<file path="src/sv/triple_store_pattern_query_unit_macros.svh">
// Assertion macros for the triple store pattern query unit.
// Used by the top level only; needs nothing else.
`ifndef TRIPLE_STORE_PATTERN_QUERY_UNIT_MACROS_SVH
`define TRIPLE_STORE_PATTERN_QUERY_UNIT_MACROS_SVH

// same-cycle implication
`define TSPQ_ASSERT_SAME(label, clk, rst, ante, cons, msg) \
   label: assert property (@(posedge clk) disable iff (rst) (ante) |-> (cons)) else $error(msg);

// next-cycle implication
`define TSPQ_ASSERT_NEXT(label, clk, rst, ante, cons, msg) \
   label: assert property (@(posedge clk) disable iff (rst) (ante) |=> (cons)) else $error(msg);

`endif

</file>
<file path="src/sv/tspq_pkg.sv">
// Shared types and constants of the triple store pattern query unit.
// No dependencies.
package tspq_pkg;

   localparam int unsigned CAPACITY_DEF   = 4096;
   localparam int unsigned JOIN_SLOTS_DEF = 1024;
   localparam int unsigned MAX_HITS_DEF   = 64;

   localparam int ID_W      = 32;
   localparam int LIMIT_W   = 7;
   localparam int ACT_W     = 3;
   localparam int CSR_IDX_W = 2;

   localparam logic [ID_W-1:0] TYPE_PRED_RST    = 32'd1;
   localparam logic [ID_W-1:0] KNOWS_PRED_RST   = 32'd3;
   localparam logic [ID_W-1:0] PERSON_CLASS_RST = 32'd100;

   typedef enum logic [ACT_W-1:0] {
      ACT_ADD       = 3'd0,
      ACT_TYPE      = 3'd1,
      ACT_SUBJ_PRED = 3'd2,
      ACT_JOIN      = 3'd3,
      ACT_SOCIAL    = 3'd4
   } action_type;

   typedef enum logic [CSR_IDX_W-1:0] {
      CSR_TYPE_PRED    = 2'd0,
      CSR_KNOWS_PRED   = 2'd1,
      CSR_PERSON_CLASS = 2'd2
   } csr_index_type;

   typedef enum logic [2:0] {
      MODE_MATCH = 3'd0,
      MODE_BUILD = 3'd1,
      MODE_PROBE = 3'd2,
      MODE_OUTER = 3'd3,
      MODE_INNER = 3'd4
   } mode_type;

   typedef struct packed {
      logic     start;
      logic     add;
      logic     init;
      logic     init_outer;
      logic     clear;
      logic     run;
      logic     oi_inc;
      logic     soc_push;
      logic     finish;
      mode_type mode;
   } cmd_type;

   typedef struct packed {
      logic scan_done;
      logic clr_done;
      logic out_free;
      logic hold;
      logic knows;
      logic social_end;
   } status_type;

endpackage

</file>
<file path="src/sv/tspq_ctrl.sv">
// Sequencer of the triple store pattern query unit.
// Depends on tspq_pkg; drives commands to tspq_dp and reads its status.
module tspq_ctrl (
   input  logic                          clock,
   input  logic                          reset,
   input  logic                          req_valid,
   input  logic [tspq_pkg::ACT_W-1:0]    req_action,
   output logic                          req_stall,
   input  tspq_pkg::status_type          status,
   output tspq_pkg::cmd_type             cmd
);

   typedef enum logic [10:0] {
      ST_IDLE  = 11'b00000000001,
      ST_ADD   = 11'b00000000010,
      ST_SCAN  = 11'b00000000100,
      ST_CLEAR = 11'b00000001000,
      ST_BUILD = 11'b00000010000,
      ST_PROBE = 11'b00000100000,
      ST_NEXT  = 11'b00001000000,
      ST_OUTER = 11'b00010000000,
      ST_INNER = 11'b00100000000,
      ST_HIT   = 11'b01000000000,
      ST_FIN   = 11'b10000000000
   } state_type;

   state_type state_ff, state_in;

   assign req_stall = (state_ff != ST_IDLE);

   always_comb begin
      state_in = state_ff;
      cmd      = '0;
      cmd.mode = tspq_pkg::MODE_MATCH;
      case (state_ff)
         ST_IDLE: begin
            if (req_valid) begin
               cmd.start = 1'b1;
               case (tspq_pkg::action_type'(req_action))
                  tspq_pkg::ACT_ADD: state_in = ST_ADD;
                  tspq_pkg::ACT_TYPE, tspq_pkg::ACT_SUBJ_PRED: begin
                     cmd.init = 1'b1;
                     state_in = ST_SCAN;
                  end
                  tspq_pkg::ACT_JOIN:   state_in = ST_CLEAR;
                  tspq_pkg::ACT_SOCIAL: state_in = ST_NEXT;
                  default:              state_in = ST_FIN;
               endcase
            end
         end
         ST_ADD: begin
            if (status.out_free) begin
               cmd.add  = 1'b1;
               state_in = ST_IDLE;
            end
         end
         ST_SCAN: begin
            cmd.run = 1'b1;
            if (status.scan_done) state_in = ST_FIN;
         end
         ST_CLEAR: begin
            cmd.clear = 1'b1;
            if (status.clr_done) begin
               cmd.init = 1'b1;
               state_in = ST_BUILD;
            end
         end
         ST_BUILD: begin
            cmd.run  = 1'b1;
            cmd.mode = tspq_pkg::MODE_BUILD;
            if (status.scan_done) begin
               cmd.init = 1'b1;
               state_in = ST_PROBE;
            end
         end
         ST_PROBE: begin
            cmd.run  = 1'b1;
            cmd.mode = tspq_pkg::MODE_PROBE;
            if (status.scan_done) state_in = ST_FIN;
         end
         ST_NEXT: begin
            if (status.social_end) begin
               state_in = ST_FIN;
            end else begin
               cmd.init       = 1'b1;
               cmd.init_outer = 1'b1;
               state_in       = ST_OUTER;
            end
         end
         ST_OUTER: begin
            cmd.run  = 1'b1;
            cmd.mode = tspq_pkg::MODE_OUTER;
            if (status.scan_done) begin
               if (status.knows) begin
                  cmd.init = 1'b1;
                  state_in = ST_INNER;
               end else begin
                  cmd.oi_inc = 1'b1;
                  state_in   = ST_NEXT;
               end
            end
         end
         ST_INNER: begin
            cmd.run  = 1'b1;
            cmd.mode = tspq_pkg::MODE_INNER;
            if (status.scan_done) state_in = ST_HIT;
         end
         ST_HIT: begin
            cmd.soc_push = 1'b1;
            if (!status.hold) begin
               cmd.oi_inc = 1'b1;
               state_in   = ST_NEXT;
            end
         end
         ST_FIN: begin
            if (status.out_free) begin
               cmd.finish = 1'b1;
               state_in   = ST_IDLE;
            end
         end
         default: state_in = ST_IDLE;
      endcase
   end

   always_ff @(posedge clock) begin
      if (reset) begin
         state_ff <= ST_IDLE;
      end else begin
         state_ff <= state_in;
      end
   end

endmodule

</file>
<file path="config.mk">
export PLATFORM = sky130hd
export DESIGN_NAME = tspq_ctrl
export DESIGN_NICKNAME = d
export VERILOG_FILES = /design/src/sv/triple_store_pattern_query_unit_macros.svh /design/src/sv/tspq_pkg.sv /design/src/sv/tspq_ctrl.sv
export SDC_FILE = /design/constraint.sdc
export NUM_CORES = 1
export LEC_CHECK = 0
export BUFFER_PORTS_ARGS = -buffer_cell sky130_fd_sc_hd__buf_2
export CORE_UTILIZATION = 35
export DETAILED_ROUTE_END_ITERATION = 10
export GPL_TIMING_DRIVEN = 0
export PLACE_DENSITY = 0.54
export REMOVE_ABC_BUFFERS = 1
export SYNTH_ARGS = -nofsm -noshare
export SYNTH_HDL_FRONTEND = slang
export SYNTH_SLANG_ARGS = --single-unit
</file>
<file path="constraint.sdc">
create_clock -name clock -period 3.3 [get_ports clock]
set_input_delay 0.66 -clock clock [delete_from_list [all_inputs] [get_ports clock]]
set_output_delay 0.66 -clock clock [all_outputs]
set_load 0.01 [all_outputs]
</file>
==> implementation parameters <==
Parameter                              Value

Clock network
  Sink count of the clock tree ... 11
  Clock latency at the later pin of the worst-skew pair ... 270 ps
  Largest buffer count on any clock path ... 2
  CTS clk-pin slew, worst paths ... 70 ps
  Library cell used as clock root buffer ... sky130_fd_sc_hd__clkbuf_4
  Number of H-tree levels ... 1
  Number of buffers added by the clock tree synthesis step ... 3
  TritonCTS clock tree ... done

Timing
  Relative slew slack ... 0.5453
  RSZ-0062 raised after global routing ... false
  Total count of max-transition violations in the final report ... 0
  Worst clock skew ... 6.329 ps
  Achievable frequency ... 330.5 MHz
  Number of setup violations in the final report ... 0
  Portion of the clock cycle consumed by the worst path in the final layout ... 0.9170
  Slew of the pin with the lowest slew margin ... 678.3 ps
  Shortest clock period the worst path allows after layout ... 3026 ps
  Final sum of negative setup slack ... 0 ps
  Hold slack final ... 579.0 ps
  Final count of hold timing violations ... 0

GRT
  Number of global-route vias before repair ... 919
  Antenna violations before repair ... 0
  GRT overflow ... 0
  Wire length of the first global-routing pass ... 4340 microns
  Largest net degree at the start of global routing ... 12
  GRT Util Overall ... 0.2192

Logic synthesis
  Number of library cell types mapped by synthesis ... 38
  Count of warnings emitted by yosys ... 0
  Number of register bits inferred by synthesis ... 11
  Primary flip-flop cell chosen by synthesis mapping ... sky130_fd_sc_hd__dfxtp_1
  FFs w/ async S/R, synth ... 0
  Cell type with the largest total area after synthesis ... sky130_fd_sc_hd__dfxtp_1
  Main area contributors after synthesis ... sky130_fd_sc_hd__dfxtp_1, sky130_fd_sc_hd__nand4_1, sky130_fd_sc_hd__nor2_1
  Cell area after synthesis ... 913.4 sq um
  Number of enable flip-flop cells after synthesis ... 0
  Most common cell in the synthesized netlist ... sky130_fd_sc_hd__nor2_1
  Area share of the largest cell type after synthesis ... 0.2411
  Number of standard cells after synthesis ... 123
  Synth top cells by count ... sky130_fd_sc_hd__nor2_1, sky130_fd_sc_hd__dfxtp_1, sky130_fd_sc_hd__nand2_1
  Mapped Avg Cell Area ... 7.426 sq um
  Sequential cell area fraction in the yosys report ... 0.2411

Floorplan
  Number of placed I/O pins ... 25
  Die outline area ... 2818 sq um
  Core Footprint ... 2477 sq um
  Starting density of the core ... 0.3687
  Vert. Die Dim ... 53.09 microns
  Chip width ... 53.09 microns
  Number of core rows ... 18

Hold path
  Type of the worst min-delay path ... flip-flop to flip-flop
  Hold Path Stages ... 2
  Endpoint, Worst Hold ... state_ff[8]$_SDFFE_PP0P_
  Worst hold path startpoint ... state_ff[8]$_SDFFE_PP0P_

Worst setup path
  Startpoint of the lowest-slack register-to-register path ... state_ff[10]$_SDFFE_PP0P_
  Path type of the worst setup path ... flip-flop to primary output
  Required time of the worst setup path ... 2640 ps
  Reg2Reg Depth ... 5
  Kind of cell adding the most delay to the critical path ... simple AND/OR/NAND/NOR gates
  Reg-to-reg slack, setup ... 1080 ps
  Max incr delay on CP ... 610 ps
  Critical-path top delay cell ... sky130_fd_sc_hd__nor3_2
  Worst Path Buf+Inv ... 1
  Arrival time of the worst setup path ... 2370 ps
  Kind of start point of the critical path ... flip-flop
  Reg2Reg Capture Point ... state_ff[7]$_SDFFE_PP0P_
  Crit-path cells ... nor3_2, nand4_1, nor2_1, nand3_1, nand2_1, buf_2
  Maximum fanout count along the critical path ... 11
  Critical path launch point ... state_ff[10]$_SDFFE_PP0P_
  Kind of capture point of the worst setup path ... primary output

Final layout
  Biggest regs ... state_ff (11)
  Flip-flop count of the largest register after layout ... 11
  Layout overhead on the synthesized area ... 17.53%
  Area occupied by multi-input gates ... 650.6 sq um
  FF+latch area ... 220.2 sq um
  Filler Cell Count ... 273
  Share of cells above drive strength 1 ... 0.2466
  Ant. Diodes ... 0
  Net count, final ... 159
  Largest Register ... state_ff

Placement
  Final weighted congestion in routability-driven placement ... 0.9061
  Detailed Place HPWL ... 2003 microns
  Count of buffers from port buffering ... 24

Power and ir drop
  Largest voltage drop on the vdd net ... 0.0002795 V
  Power per standard cell area ... 468.2 nW/um^2
  Leak pwr ... 0.4278 nW

Drt
  Vias post-DR ... 1001
  DR pass1 iterations ... 4
  Final wirelength ... 2665 microns
  Routed vias/inst ... 5.688
  Average routed wire per standard cell ... 15.14 microns
  Initial DRC count ... 35
  Detailed-route DRC error count ... 0
  Number of antenna-violating nets in the routed design ... 0

Job
  Number of max-cap violations ... 0

Run status
  Result of the run ... completed
cell type report:
cell class	instances	area share
clock buffer	4	0.02448
inverter	5	0.01748
multi-input combinational	102	0.6061
sequential	11	0.2051
tap	30	0.03497
timing repair buffer	24	0.1119
metal layers:
layer,GRT usage,part of all wire,vias up,wire length (microns)
met5,0,0,-,0
li1,-,-,512,-
met1,0.2973,0.48,438,1286
met4,0.1228,0.022,0,58
met2,0.3291,0.43,44,1149
met3,0.02874,0.064,7,171
kinds of logic (layout without fill, tap and decap cells):
logic type,Yosys count,count (layout),synth area share
AOI/OAI and AO/OA,27,27,0.2164
xor gates and xnor gates,5,5,0.04794
buffers and inverters,10,33,0.05204
DFF,11,11,0.2411
and+or+nand+nor,70,70,0.4425
per-stage QoR:
stage | setup slack, ps | cells | area, sq um | utilization | total power, W
after CTS | 327.4 | 176 | 1074 | 0.4333 | 0.0005011
final | 273.9 | 176 | 1074 | 0.4333 | 0.0005026
after floorplan | 708.1 | 118 | 884.6 | - | 0.0003342
after detailed placement | 202.3 | 172 | 1042 | 0.4207 | 0.0004052
after global placement | 186.3 | 172 | 1042 | 0.4207 | 0.0004045
after global routing | 156.8 | 176 | 1074 | 0.4333 | 0.0005405
worst reg2reg max path, delay by kind of cell (launching register included):
family	cells	cell delay (ps)
AO/OA/AOI/OAI	2	430
flip-flops	1	380
AND/OR/NAND/NOR	3	1350
where the power goes:
part,internal (W),switching (W)
clock network,0.0000469,0.0000475
registers,0.000145,0.0000271
logic,0.0000887,0.000147
placed cells by master (no fill, tap or decap), types with 2 or more instances in the layout:
cell and n:
sky130_fd_sc_hd__a211oi_1 2, sky130_fd_sc_hd__nor4_4 2, sky130_fd_sc_hd__nor2b_1 2, sky130_fd_sc_hd__nand3_1 8, sky130_fd_sc_hd__a21oi_1 9, sky130_fd_sc_hd__buf_2 24, sky130_fd_sc_hd__clkbuf_4 3, sky130_fd_sc_hd__xor2_1 4
sky130_fd_sc_hd__dfxtp_1 11, sky130_fd_sc_hd__and3_1 2, sky130_fd_sc_hd__nor3_1 4, sky130_fd_sc_hd__nand2_1 11, sky130_fd_sc_hd__nand4_1 9, sky130_fd_sc_hd__o21ai_1 5, sky130_fd_sc_hd__nor2_1 15, sky130_fd_sc_hd__inv_1 4
sky130_fd_sc_hd__nor3b_1 5, sky130_fd_sc_hd__o21ai_0 2, sky130_fd_sc_hd__nor4_1 4
what timing repair did:
item | 4_1_cts | 5_1_grt
gates resized for setup | 1 | 0
setup endpoints to repair | 1 | 0
buffers inserted | 0 | 0
hold buffers | 0 | 0
worst max-delay path by stage:
stage	to	slack [ps]	cells after the start
final	cmd[9]	270	6
after detailed placement	cmd[9]	200	6
after global routing	cmd[9]	160	6
after global placement	cmd[9]	190	6
after floorplan	cmd[9]	710	5
after CTS	cmd[9]	330	6
Note: power is estimated with default switching activity, not from simulation.
